===== config.mk =====
export PLATFORM = sky130hd
export DESIGN_NAME = binary_to_decimal_ascii_unit
export DESIGN_NICKNAME = d
export VERILOG_FILES = /design/src/b2d_pkg.sv /design/src/b2d_cell.sv /design/src/b2d_serial.sv /design/src/binary_to_decimal_ascii_unit.sv
export SDC_FILE = /design/constraint.sdc
export NUM_CORES = 2
export LEC_CHECK = 0
export ABC_AREA = 1
export BUFFER_PORTS_ARGS = -buffer_cell sky130_fd_sc_hd__buf_2
export CAP_MARGIN = 5
export CORE_MARGIN = 1
export CORE_UTILIZATION = 40
export DETAILED_ROUTE_END_ITERATION = 8
export HOLD_SLACK_MARGIN = 0.02
export SYNTH_ARGS = -nofsm -noshare
export SYNTH_HDL_FRONTEND = slang
export SYNTH_SLANG_ARGS = --single-unit

===== constraint.sdc =====
create_clock -name clk -period 43.9 [get_ports clk]
set_clock_uncertainty 0.1 [all_clocks]
set_input_delay 8.78 -clock clk [delete_from_list [all_inputs] [get_ports clk]]
set_output_delay 8.78 -clock clk [all_outputs]
set_load 0.02 [all_outputs]

===== src/b2d_pkg.sv =====
// Shared types and constants for the binary to decimal ASCII unit.
// No dependencies; imported by every module of the unit.
`default_nettype none

package b2d_pkg;

    // Default width of the converted word.
    localparam int VALUE_WIDTH_DEF = 32;

    // ASCII codes emitted by the unit.
    localparam logic [7:0] CHAR_ZERO  = 8'h30;
    localparam logic [7:0] CHAR_MINUS = 8'h2D;

    // Register port geometry and register indexes.
    localparam int APB_DATA_W = 32;
    localparam int APB_ADDR_W = 3;
    localparam int REG_IDX_W  = APB_ADDR_W - 2;
    localparam logic [REG_IDX_W-1:0] REG_OUTPUT_ENABLE = '0;

    // Control that travels with a number from cell to cell.
    typedef struct packed {
        logic valid;
        logic neg;
    } b2d_ctl_t;

endpackage

`default_nettype wire


===== src/b2d_cell.sv =====
// One double-dabble step: adjusts every BCD digit and shifts in one binary bit.
// Depends on b2d_pkg for the control struct.
`default_nettype none

module b2d_cell #(
    parameter int VALUE_WIDTH = 32,
    parameter int NUM_DIGITS  = 10
) (
    input  wire logic                      clk,
    input  wire logic                      rst_n,
    input  wire logic                      en,
    input  wire b2d_pkg::b2d_ctl_t         ctl_in,
    input  wire logic [VALUE_WIDTH-1:0]    bin_in,
    input  wire logic [4*NUM_DIGITS-1:0]   bcd_in,
    output b2d_pkg::b2d_ctl_t              ctl_out,
    output logic [VALUE_WIDTH-1:0]         bin_out,
    output logic [4*NUM_DIGITS-1:0]        bcd_out
);
    import b2d_pkg::*;

    localparam int BCD_W = 4 * NUM_DIGITS;

    b2d_ctl_t               ctl_reg;
    logic [VALUE_WIDTH-1:0] bin_reg;
    logic [VALUE_WIDTH-1:0] bin_next;
    logic [BCD_W-1:0]       bcd_reg;
    logic [BCD_W-1:0]       bcd_next;
    logic [BCD_W-1:0]       bcd_adj;

    // Add three to every digit of five or more, then shift the pair left by one.
    always_comb
    begin
        for (int d = 0; d < NUM_DIGITS; d++)
        begin
            if (bcd_in[4*d +: 4] >= 4'd5)
            begin
                bcd_adj[4*d +: 4] = bcd_in[4*d +: 4] + 4'd3;
            end
            else
            begin
                bcd_adj[4*d +: 4] = bcd_in[4*d +: 4];
            end
        end
        bcd_next = {bcd_adj[BCD_W-2:0], bin_in[VALUE_WIDTH-1]};
        bin_next = {bin_in[VALUE_WIDTH-2:0], 1'b0};
    end

    // Control of the stage.
    always_ff @(posedge clk or negedge rst_n)
    begin
        if (!rst_n)
        begin
            ctl_reg <= '0;
        end
        else if (en)
        begin
            ctl_reg <= ctl_in;
        end
    end

    // Payload of the stage.
    always_ff @(posedge clk)
    begin
        if (en)
        begin
            bin_reg <= bin_next;
            bcd_reg <= bcd_next;
        end
    end

    assign ctl_out = ctl_reg;
    assign bin_out = bin_reg;
    assign bcd_out = bcd_reg;

endmodule

`default_nettype wire


===== src/b2d_serial.sv =====
// Output serializer: emits the sign and the significant digits, one per cycle unless chr_stall holds it.
// Depends on b2d_pkg for character codes and the control struct.
`default_nettype none

module b2d_serial #(
    parameter int NUM_DIGITS = 10
) (
    input  wire logic                    clk,
    input  wire logic                    rst_n,
    input  wire b2d_pkg::b2d_ctl_t       ld_ctl,
    input  wire logic [4*NUM_DIGITS-1:0] ld_bcd,
    output logic                         ld_ready,
    output logic [7:0]                   character,
    output logic                         last,
    output logic                         chr_valid,
    input  wire logic                    chr_stall
);
    import b2d_pkg::*;

    localparam int IDX_W = $clog2(NUM_DIGITS);

    logic             busy_reg;
    logic             busy_next;
    logic             neg_pending_reg;
    logic             neg_pending_next;
    logic [IDX_W-1:0] idx_reg;
    logic [IDX_W-1:0] idx_next;
    logic [IDX_W-1:0] top_idx;
    logic [3:0]       digit_reg [NUM_DIGITS];
    logic             chr_valid_reg;
    logic [7:0]       character_reg;
    logic [7:0]       character_next;
    logic             last_reg;
    logic             last_next;
    logic             out_load;
    logic             emit;
    logic             final_emit;
    logic             load;

    // Handshake between the held number and the output register.
    assign out_load   = !chr_valid_reg || !chr_stall;
    assign emit       = busy_reg && out_load;
    assign final_emit = emit && !neg_pending_reg && (idx_reg == '0);
    assign ld_ready   = !busy_reg || final_emit;
    assign load       = ld_ctl.valid && ld_ready;

    // Position of the most significant nonzero digit; zero gives digit 0.
    always_comb
    begin
        top_idx = '0;
        for (int i = 0; i < NUM_DIGITS; i++)
        begin
            if (ld_bcd[4*i +: 4] != 4'd0)
            begin
                top_idx = IDX_W'(i);
            end
        end
    end

    // Walk through the sign and the digits of the held number.
    always_comb
    begin
        busy_next        = busy_reg;
        neg_pending_next = neg_pending_reg;
        idx_next         = idx_reg;
        if (load)
        begin
            busy_next        = 1'b1;
            neg_pending_next = ld_ctl.neg;
            idx_next         = top_idx;
        end
        else if (final_emit)
        begin
            busy_next = 1'b0;
        end
        else if (emit)
        begin
            if (neg_pending_reg)
            begin
                neg_pending_next = 1'b0;
            end
            else
            begin
                idx_next = idx_reg - IDX_W'(1);
            end
        end
    end

    // Character for the current position.
    always_comb
    begin
        if (neg_pending_reg)
        begin
            character_next = CHAR_MINUS;
            last_next      = 1'b0;
        end
        else
        begin
            character_next = CHAR_ZERO + {4'd0, digit_reg[idx_reg]};
            last_next      = (idx_reg == '0);
        end
    end

    // Control registers.
    always_ff @(posedge clk or negedge rst_n)
    begin
        if (!rst_n)
        begin
            busy_reg      <= 1'b0;
            chr_valid_reg <= 1'b0;
        end
        else
        begin
            busy_reg <= busy_next;
            if (out_load)
            begin
                chr_valid_reg <= busy_reg;
            end
        end
    end

    // Payload registers.
    always_ff @(posedge clk)
    begin
        neg_pending_reg <= neg_pending_next;
        idx_reg         <= idx_next;
        if (load)
        begin
            for (int i = 0; i < NUM_DIGITS; i++)
            begin
                digit_reg[i] <= ld_bcd[4*i +: 4];
            end
        end
        if (out_load)
        begin
            character_reg <= character_next;
            last_reg      <= last_next;
        end
    end

    assign chr_valid = chr_valid_reg;
    assign character = character_reg;
    assign last      = last_reg;

    // A minus sign is never the final character of a number.
    a_minus_not_last: assert property (@(posedge clk) disable iff (!rst_n)
        (chr_valid_reg && (character_reg == CHAR_MINUS)) |-> !last_reg)
        else $error("minus sign marked as last character");

    // Only a minus sign or a decimal digit leaves the unit.
    a_char_range: assert property (@(posedge clk) disable iff (!rst_n)
        chr_valid_reg |-> ((character_reg == CHAR_MINUS) ||
                           ((character_reg >= CHAR_ZERO) &&
                            (character_reg <= CHAR_ZERO + 8'd9))))
        else $error("character outside sign and digits");

    // Emitting a pending sign clears it and keeps the number held.
    a_sign_held: assert property (@(posedge clk) disable iff (!rst_n)
        (busy_reg && neg_pending_reg && emit) |=> (busy_reg && !neg_pending_reg))
        else $error("sign emission lost the held number");

    // A new number is taken only when the previous one is done.
    a_load_free: assert property (@(posedge clk) disable iff (!rst_n)
        (busy_reg && !final_emit) |-> !load)
        else $error("number loaded over a busy serializer");

endmodule

`default_nettype wire


===== src/binary_to_decimal_ascii_unit.sv =====
// A request passes through the register row, one binary bit per stage, then the
// serializer's held-number registers, then the output register that drives character.
// Throughput: one character per cycle while chr_stall is low; a number has at most 11
// characters at the default width, and the next number is loaded as the last character of the previous one leaves.
// Reset clears all valid flags and sets output_enable to 1; there is no clearing pass.
// Top level of the binary to decimal ASCII unit; uses b2d_pkg, b2d_cell, b2d_serial.
`default_nettype none

module binary_to_decimal_ascii_unit #(
    parameter int VALUE_WIDTH = b2d_pkg::VALUE_WIDTH_DEF
) (
    input  wire logic                           clk,
    input  wire logic                           rst_n,
    // Register port.
    input  wire logic                           psel,
    input  wire logic                           penable,
    input  wire logic                           pwrite,
    input  wire logic [b2d_pkg::APB_ADDR_W-1:0] paddr,
    input  wire logic [b2d_pkg::APB_DATA_W-1:0] pwdata,
    output logic [b2d_pkg::APB_DATA_W-1:0]      prdata,
    output logic                                pready,
    // Request channel.
    input  wire logic                           req_valid,
    output logic                                req_stall,
    input  wire logic [VALUE_WIDTH-1:0]         value,
    input  wire logic                           signed_mode,
    // Character channel.
    output logic                                chr_valid,
    input  wire logic                           chr_stall,
    output logic [7:0]                          character,
    output logic                                last
);
    import b2d_pkg::*;

    localparam int NUM_DIGITS = (VALUE_WIDTH * 30103) / 100000 + 1;
    localparam int BCD_W      = 4 * NUM_DIGITS;

    logic                   output_enable_reg;
    logic                   output_enable_next;
    logic                   cfg_write;
    logic                   neg;
    logic [VALUE_WIDTH-1:0] mag;
    logic                   pipe_en;
    logic                   ser_ready;

    b2d_ctl_t               ctl_c [VALUE_WIDTH+1];
    logic [VALUE_WIDTH-1:0] bin_c [VALUE_WIDTH+1];
    logic [BCD_W-1:0]       bcd_c [VALUE_WIDTH+1];

    // Register writes and reads.
    assign pready    = 1'b1;
    assign cfg_write = psel && penable && pwrite && pready &&
                       (paddr[APB_ADDR_W-1:2] == REG_OUTPUT_ENABLE);

    always_comb
    begin
        output_enable_next = output_enable_reg;
        if (cfg_write)
        begin
            output_enable_next = pwdata[0];
        end
    end

    always_ff @(posedge clk or negedge rst_n)
    begin
        if (!rst_n)
        begin
            output_enable_reg <= 1'b1;
        end
        else
        begin
            output_enable_reg <= output_enable_next;
        end
    end

    always_comb
    begin
        prdata = '0;
        if (paddr[APB_ADDR_W-1:2] == REG_OUTPUT_ENABLE)
        begin
            prdata[0] = output_enable_reg;
        end
    end

    // Sign and magnitude of the incoming word; disabled requests are dropped.
    assign neg = signed_mode && value[VALUE_WIDTH-1];
    assign mag = neg ? (~value + VALUE_WIDTH'(1)) : value;

    assign pipe_en   = !ctl_c[VALUE_WIDTH].valid || ser_ready;
    assign req_stall = !pipe_en;

    assign ctl_c[0].valid = req_valid && output_enable_reg;
    assign ctl_c[0].neg   = neg;
    assign bin_c[0]       = mag;
    assign bcd_c[0]       = '0;

    // Row of double-dabble cells, one binary bit per cell.
    for (genvar k = 0; k < VALUE_WIDTH; k++)
    begin : g_cell
        b2d_cell #(
            .VALUE_WIDTH (VALUE_WIDTH),
            .NUM_DIGITS  (NUM_DIGITS)
        ) u_cell (
            .clk     (clk),
            .rst_n   (rst_n),
            .en      (pipe_en),
            .ctl_in  (ctl_c[k]),
            .bin_in  (bin_c[k]),
            .bcd_in  (bcd_c[k]),
            .ctl_out (ctl_c[k+1]),
            .bin_out (bin_c[k+1]),
            .bcd_out (bcd_c[k+1])
        );
    end

    // Character serializer at the end of the row.
    b2d_serial #(
        .NUM_DIGITS (NUM_DIGITS)
    ) u_serial (
        .clk       (clk),
        .rst_n     (rst_n),
        .ld_ctl    (ctl_c[VALUE_WIDTH]),
        .ld_bcd    (bcd_c[VALUE_WIDTH]),
        .ld_ready  (ser_ready),
        .character (character),
        .last      (last),
        .chr_valid (chr_valid),
        .chr_stall (chr_stall)
    );

endmodule

`default_nettype wire

Word-level counts from Yosys, hierarchy flattened
Memory sizes are Yosys's and may differ from the RTL's. A register that Yosys moved wholly into a read port is not among the register bits.
Cells that the tools add are included.
{"block": "op_classes", "addsub": 268, "n_eq_ne": 2, "mux": 288, "order_cmp": 265, "n_bitwise": 2, "reduce_logical": 32}
{"operator": "$ge 4x3->1 const B", "count": 255}
{"operator": "$mux 4", "count": 247}
{"operator": "$add 4x2->4 const B", "count": 234}
{"operator": "$add 3x2->3 const B", "count": 21}
{"operator": "$mux 3", "count": 21}
{"operator": "$reduce_bool 4->1", "count": 9}
{"operator": "$add 32x1->32 const B", "count": 1}
{"operator": "$mux 32", "count": 1}
{"operator": "$not 32->32", "count": 1}
{"operator": "$add 1x2->3 const AB", "count": 9}
{"operator": "$ge 1x3->1 const AB", "count": 9}
{"operator": "$mux 1", "count": 19}
{"operator": "$logic_and 1x1->1", "count": 9}
{"operator": "$add 6x4->7 const A", "count": 1}
{"operator": "$logic_not 1->1", "count": 6}
{"operator": "$logic_not 4->1", "count": 1}
{"operator": "$ne 2x2->1 const B", "count": 2}
{"operator": "$reduce_bool 2->1", "count": 2}
{"operator": "$sub 4x1->4 const B", "count": 1}
{"operator": "$add 1x2->3 const B", "count": 1}
{"operator": "$ge 1x3->1 const B", "count": 1}
{"operator": "$logic_or 1x1->1", "count": 3}
{"operator": "$reduce_and 3->1", "count": 1}
{"operator": "$reduce_and 2->1", "count": 1}
{"operator": "$not 1->1", "count": 1}
{"block": "totals", "ramBits": 40, "in_bits": 75, "regBits": 1638, "elab_cells": 1002, "mem_count": 1, "output_inout_bits": 44}
{"name": "u_serial.digit_reg", "depth": 10, "width": 4, "read_ports": 1, "rd_ports_with_merged_regs": 1, "write_ports": 10, "line_no": "b2d_serial.sv:29", "rtl": "logic [3:0] digit_reg [NUM_DIGITS];"}

Logic depth before layout (Yosys ltp)
{"block": "logic_depth", "depth_word": 12, "mapped_depth": 13, "mapped_depth_nobuf": 13}

Hierarchy
From an unflattened synthesis, not the netlist that was laid out.
{"block": "unflattened", "cells_unflattened": 9714, "hier_area_um2": 111079.0}
{"mod": "b2d_cell", "cells_per_inst": 288, "instances": 32, "area_per_inst_um2": 3349.5, "seq_area_each_um2": 2182.1}
{"mod": "b2d_serial", "cells_per_inst": 226, "instances": 1, "area_per_inst_um2": 2504.9, "seq_area_each_um2": 1661.6}
{"mod": "binary_to_decimal_ascii_unit", "cells_per_inst": 272, "instances": 1, "area_per_inst_um2": 1391.3, "seq_area_each_um2": 26.3}

Worst setup path before layout
No wires, ideal clock.
{"block": "synth_path", "path_type": "input to register", "from": "in chr_stall", "to": "reg g_cell[0].u_cell.bcd_reg[0], enable pin", "n_path_buf": 1, "stages": 6, "path_slack_ns": 0.633, "arrival_time_ns": 41.168, "setup_time_ns": 1.999, "t_required_ns": 41.801, "cell_sequence": "nand2_1 nand4_1 nand2_1 nor2_1 inv_2 clkbuf_1"}
{"block": "synth_between", "elab_chain_len": 7}
{"item": "from (decl)", "line_no": "binary_to_decimal_ascii_unit.sv:29", "rtl": "input wire logic chr_stall,"}
{"item": "$logic_not 1->1", "line_no": "b2d_serial.sv:41", "rtl": "assign out_load = !chr_valid_reg || !chr_stall;"}
{"item": "$logic_or 1x1->1", "line_no": "b2d_serial.sv:41"}
{"item": "$logic_and 1x1->1", "line_no": "b2d_serial.sv:42", "rtl": "assign emit = busy_reg && out_load;"}
{"item": "$logic_and 1x1->1 (2 in a row)", "line_no": "b2d_serial.sv:43", "rtl": "assign final_emit = emit && !neg_pending_reg && (idx_reg == '0);"}
{"item": "$logic_or 1x1->1", "line_no": "b2d_serial.sv:44", "rtl": "assign ld_ready = !busy_reg || final_emit;"}
{"item": "$logic_or 1x1->1", "line_no": "binary_to_decimal_ascii_unit.sv:89", "rtl": "assign pipe_en = !ctl_c[VALUE_WIDTH].valid || ser_ready;"}
{"item": "to (signal assigned)", "line_no": "b2d_cell.sv:67", "rtl": "bcd_reg <= bcd_next;"}
{"item": "to (decl)", "line_no": "b2d_cell.sv:26", "rtl": "logic [BCD_W-1:0] bcd_reg;"}
No other way between the ends.
A chain may end at the register's enable or synchronous reset.

Final worst setup path
{"block": "layout_path", "from": "in chr_stall", "to": "out req_stall"}
{"block": "layout_between", "elab_chain_len": 8}
{"item": "$logic_not 1->1", "line_no": "b2d_serial.sv:41"}
{"item": "$logic_or 1x1->1", "line_no": "b2d_serial.sv:41"}
{"item": "$logic_and 1x1->1", "line_no": "b2d_serial.sv:42"}
{"item": "$logic_and 1x1->1 (2 in a row)", "line_no": "b2d_serial.sv:43"}
{"item": "$logic_or 1x1->1", "line_no": "b2d_serial.sv:44"}
{"item": "$logic_or 1x1->1", "line_no": "binary_to_decimal_ascii_unit.sv:89"}
{"item": "$logic_not 1->1", "line_no": "binary_to_decimal_ascii_unit.sv:90", "rtl": "assign req_stall = !pipe_en;"}
{"item": "to (decl)", "line_no": "binary_to_decimal_ascii_unit.sv:24", "rtl": "output logic req_stall,"}
No other way between the ends.

==> results.yml <==
run_status:
  status: "finished, final reports clean"
clock_network:
  cts-root-buf: "clkbuf_16"
  cts_buffers: 135
  clockBufferDepth: 3
  h-tree-depth: 4
  post_cts_resized: 0
  clock_sinks: 1298
  ctsHoldBuffers: 0
  clock_latency_ns: 0.75
  clkTransAtPathRegs_ns: 0.06
  tritoncts: "done"
  post_cts_buffers: 0
logic_synthesis:
  synth_warnings: 0
  synth_fa_ha_area_share_pct: 7.09
  syn_avg_cell_area_um2: 12.4
  async_reset_ff_share_pct: 5.16
  yosys-top-cells-area: "edfxtp_1, ha_1, inv_1"
  synth_most_common_cell: "edfxtp_1"
  synth-compound-area-share_pct: 8.18
  syn-instance-count: 4547
  synthXorXnorAreaFrac_pct: 2.78
  synth_flop_cell: "edfxtp_1"
  ys_seq_elements: 1298
  ys_types: 40
  yosys.area.top_type: "edfxtp_1"
  yosysSeqAreaShare_pct: 68.6
  synth_simple_gate_area_share_pct: 8.15
  synth_area_um2: 56300
  ys_top_cells_by_count: "edfxtp_1, inv_1, nand2_1"
  yosysTopAreaCellShare_pct: 65.4
  synthMuxAreaShare_pct: 0.107
  synth_edf_count: 1227
  synth_top_family_by_area: "compound AO/OA/AOI/OAI gates"
finish:
  layout.nets: 5123
  design_area_um2: 63000
  largest_reg_flops: 680
  drive_above_1_share_pct: 7.02
  syn_to_final_growth_pct: 11.9
worst_setup_path:
  critPathMaxFanout: 66
  slowest_delay_ns: 0.53
  crit_family: "buffers and inverters"
  worstPathBufferInverterCount: 3
  r2r-end: "g_cell[7].u_cell.bin_out[18]"
  cp.arrival_ns: 10.28
  cpMaxStageDelayCell: "buf_4"
  crit_required_ns: 35.02
  cp-end-kind: "output pin"
  crit_chain: "buf_2, nand2_1, nand4_1, nand2_1, nor2_4, buf_4, buf_2"
  reg2reg_depth: 11
  rr_startpoint: "u_serial.idx_reg[0]"
  startpoint_type: "input pin"
  ff2ff_setup_slack_ns: 37.59
  critical_path_class: "input pin to output pin"
power:
  internal_power_mw: 2.72
  power_frac_seq_pct: 52.0
  p_sw_mw: 1.12
  clockPowerShare_pct: 28.0
  ir_worst_vdd_mv: 0.0435
  cellLeakagePower_nw: 25.0
  power_mw: 3.84
  p_comb_share_pct: 19.9
  power.density_nw_per_um2: 61.0
  netSwitchingFraction_pct: 29.1
sta:
  worst_pin_slew_ns: 1.06
  hold_viol: 0
  rsz0062_at_grt: "false"
  relSlewSlack_pct: 29.0
  clock.fmax_mhz: 52.2
  min_period_over_period_pct: 43.6
  setup_tns_ns: 0
  finalSetupViolCount: 0
  drv_slew: 0
  period_needed_ns: 19.16
place:
  placed_area_um2: 58800
  place_congestion: 0.784
  dp_hpwl_um: 46600
  io_buffers: 50
grt:
  grt_pass1_vias: 31000
  grt_max_degree: 195
  grt_pass1_wl_um: 128000
  grt_usage_pct: 10.6
  antenna_found_initial: 1
  grt_overflow: 0
die:
  fp.dieW_um: 377
  num_rows: 137
  design.core.area_um2: 140000
  io-pin-count: 119
  initial_core_util_pct: 40.4
  die-area_um2: 142000
  die_y_um: 377
detailed_routing:
  wl_um: 74400
  vias: 31100
  drt_pre_antenna_iters: 5
  route.detailed.drc: 0
  drtAntennaViolNets: 0
  drtIter0Drc: 1766
  post_drt_wl_per_cell_um: 11.1
  viasPerCell: 4.63
run:
  cap_violations: 0
min_path:
  hold_class: "flip-flop to flip-flop"
  whs_path_depth: 0
  holdCritStartpoint: "g_cell[27].u_cell.bcd_out[36]"
  worstHoldEndpoint: "g_cell[28].u_cell.bcd_out[37]"
[cell usage in the layout, fill, tap and decap left out, types with 35 or more instances in the layout]
| cell | n |
|---|---|
| edfxtp_1 | 1227 |
| inv_1 | 674 |
| nand2_1 | 568 |
| nor2_1 | 438 |
| o21ai_0 | 390 |
| a21oi_1 | 381 |
| ha_1 | 319 |
| xor2_1 | 176 |
| clkbuf_16 | 138 |
| a211oi_1 | 75 |
| or2_2 | 74 |
| dfrtp_1 | 66 |
| buf_2 | 50 |
| conb_1 | 35 |
[layer usage]
metal | track usage [%] | share of wire, % | up-vias
met1 | 10.4 | 40 | 14800
met3 | 2.39 | 3.5 | 163
met4 | 4.97 | 3.1 | 0
li1 | - | - | 15900
met5 | 0 | 0 | -
met2 | 20.9 | 54 | 276
[power groups by stage]
stage | Combinational [mW] | Clock [mW] | Sequential [mW]
after global routing | 0.901 | 1.16 | 2.04
after floorplan | 0.611 | 0 | 2.49
after global placement | 0.738 | 0 | 2.01
after detailed placement | 0.777 | 0 | 2.03
final | 0.766 | 1.08 | 2.00
after CTS | 0.781 | 1.12 | 2.00
[how the worst max path moves through the flow]
| stage | cells after the start | end | from |
|---|---|---|---|
| 3_3_place_gp | 7 | req_stall | chr_stall |
| 6_report | 7 | req_stall | chr_stall |
| 4_1_cts | 7 | req_stall | chr_stall |
| 5_1_grt | 7 | req_stall | chr_stall |
| 2_1_floorplan | 6 | g_cell[0].u_cell.bcd_out[0] | chr_stall |
| 3_5_place_dp | 7 | req_stall | chr_stall |
[kinds of logic (layout without fill, tap and decap cells)]
family	count (synthesis)	in the layout
flops	1298	1298
simple gates	1140	1140
compound gates	872	872
buf+inv	731	978
fa+ha+maj	319	319
xor+xnor	179	179
mux	6	6
other cells	2	36
[worst register-to-register path, cell delays in order (launching register included)]
cell and delay, ns:
edfxtp_1 0.43, inv_1 0.11, ha_1 0.23, nand4_1 0.12
nand2_1 0.17, nor2_4 0.04, buf_4 0.32, inv_8 0.75
buf_4 0.90, buf_4 0.98, buf_12 0.74, buf_4 1.00
[stage by stage]
stage / worst slack (ns) / util, % / instances / hold slack, ns
after floorplan: 0.633 / - / 4580 / 0.300
after global placement: 24.73 / 42.2 / 6468 / 0.300
after detailed placement: 24.74 / 42.2 / 6468 / 0.305
after CTS: 24.73 / 45.1 / 6703 / 0.302
after global routing: 24.57 / 45.1 / 6704 / 0.312
final: 24.74 / 45.1 / 6704 / 0.297
[layout make-up]
type                            count  area, um^2
Timing Repair Buffer               66         395
Sequential cell                  1298       38600
Tap cell                         1876        2350
Multi-Input combinational cell   2551       15000
Clock inverter                     61         513
Clock buffer                      174        3630
Inverter                          677        2550
Fill cell                       12400       76500
Antenna cell                        1        2.50
Note: power is estimated with default switching activity, not from simulation.
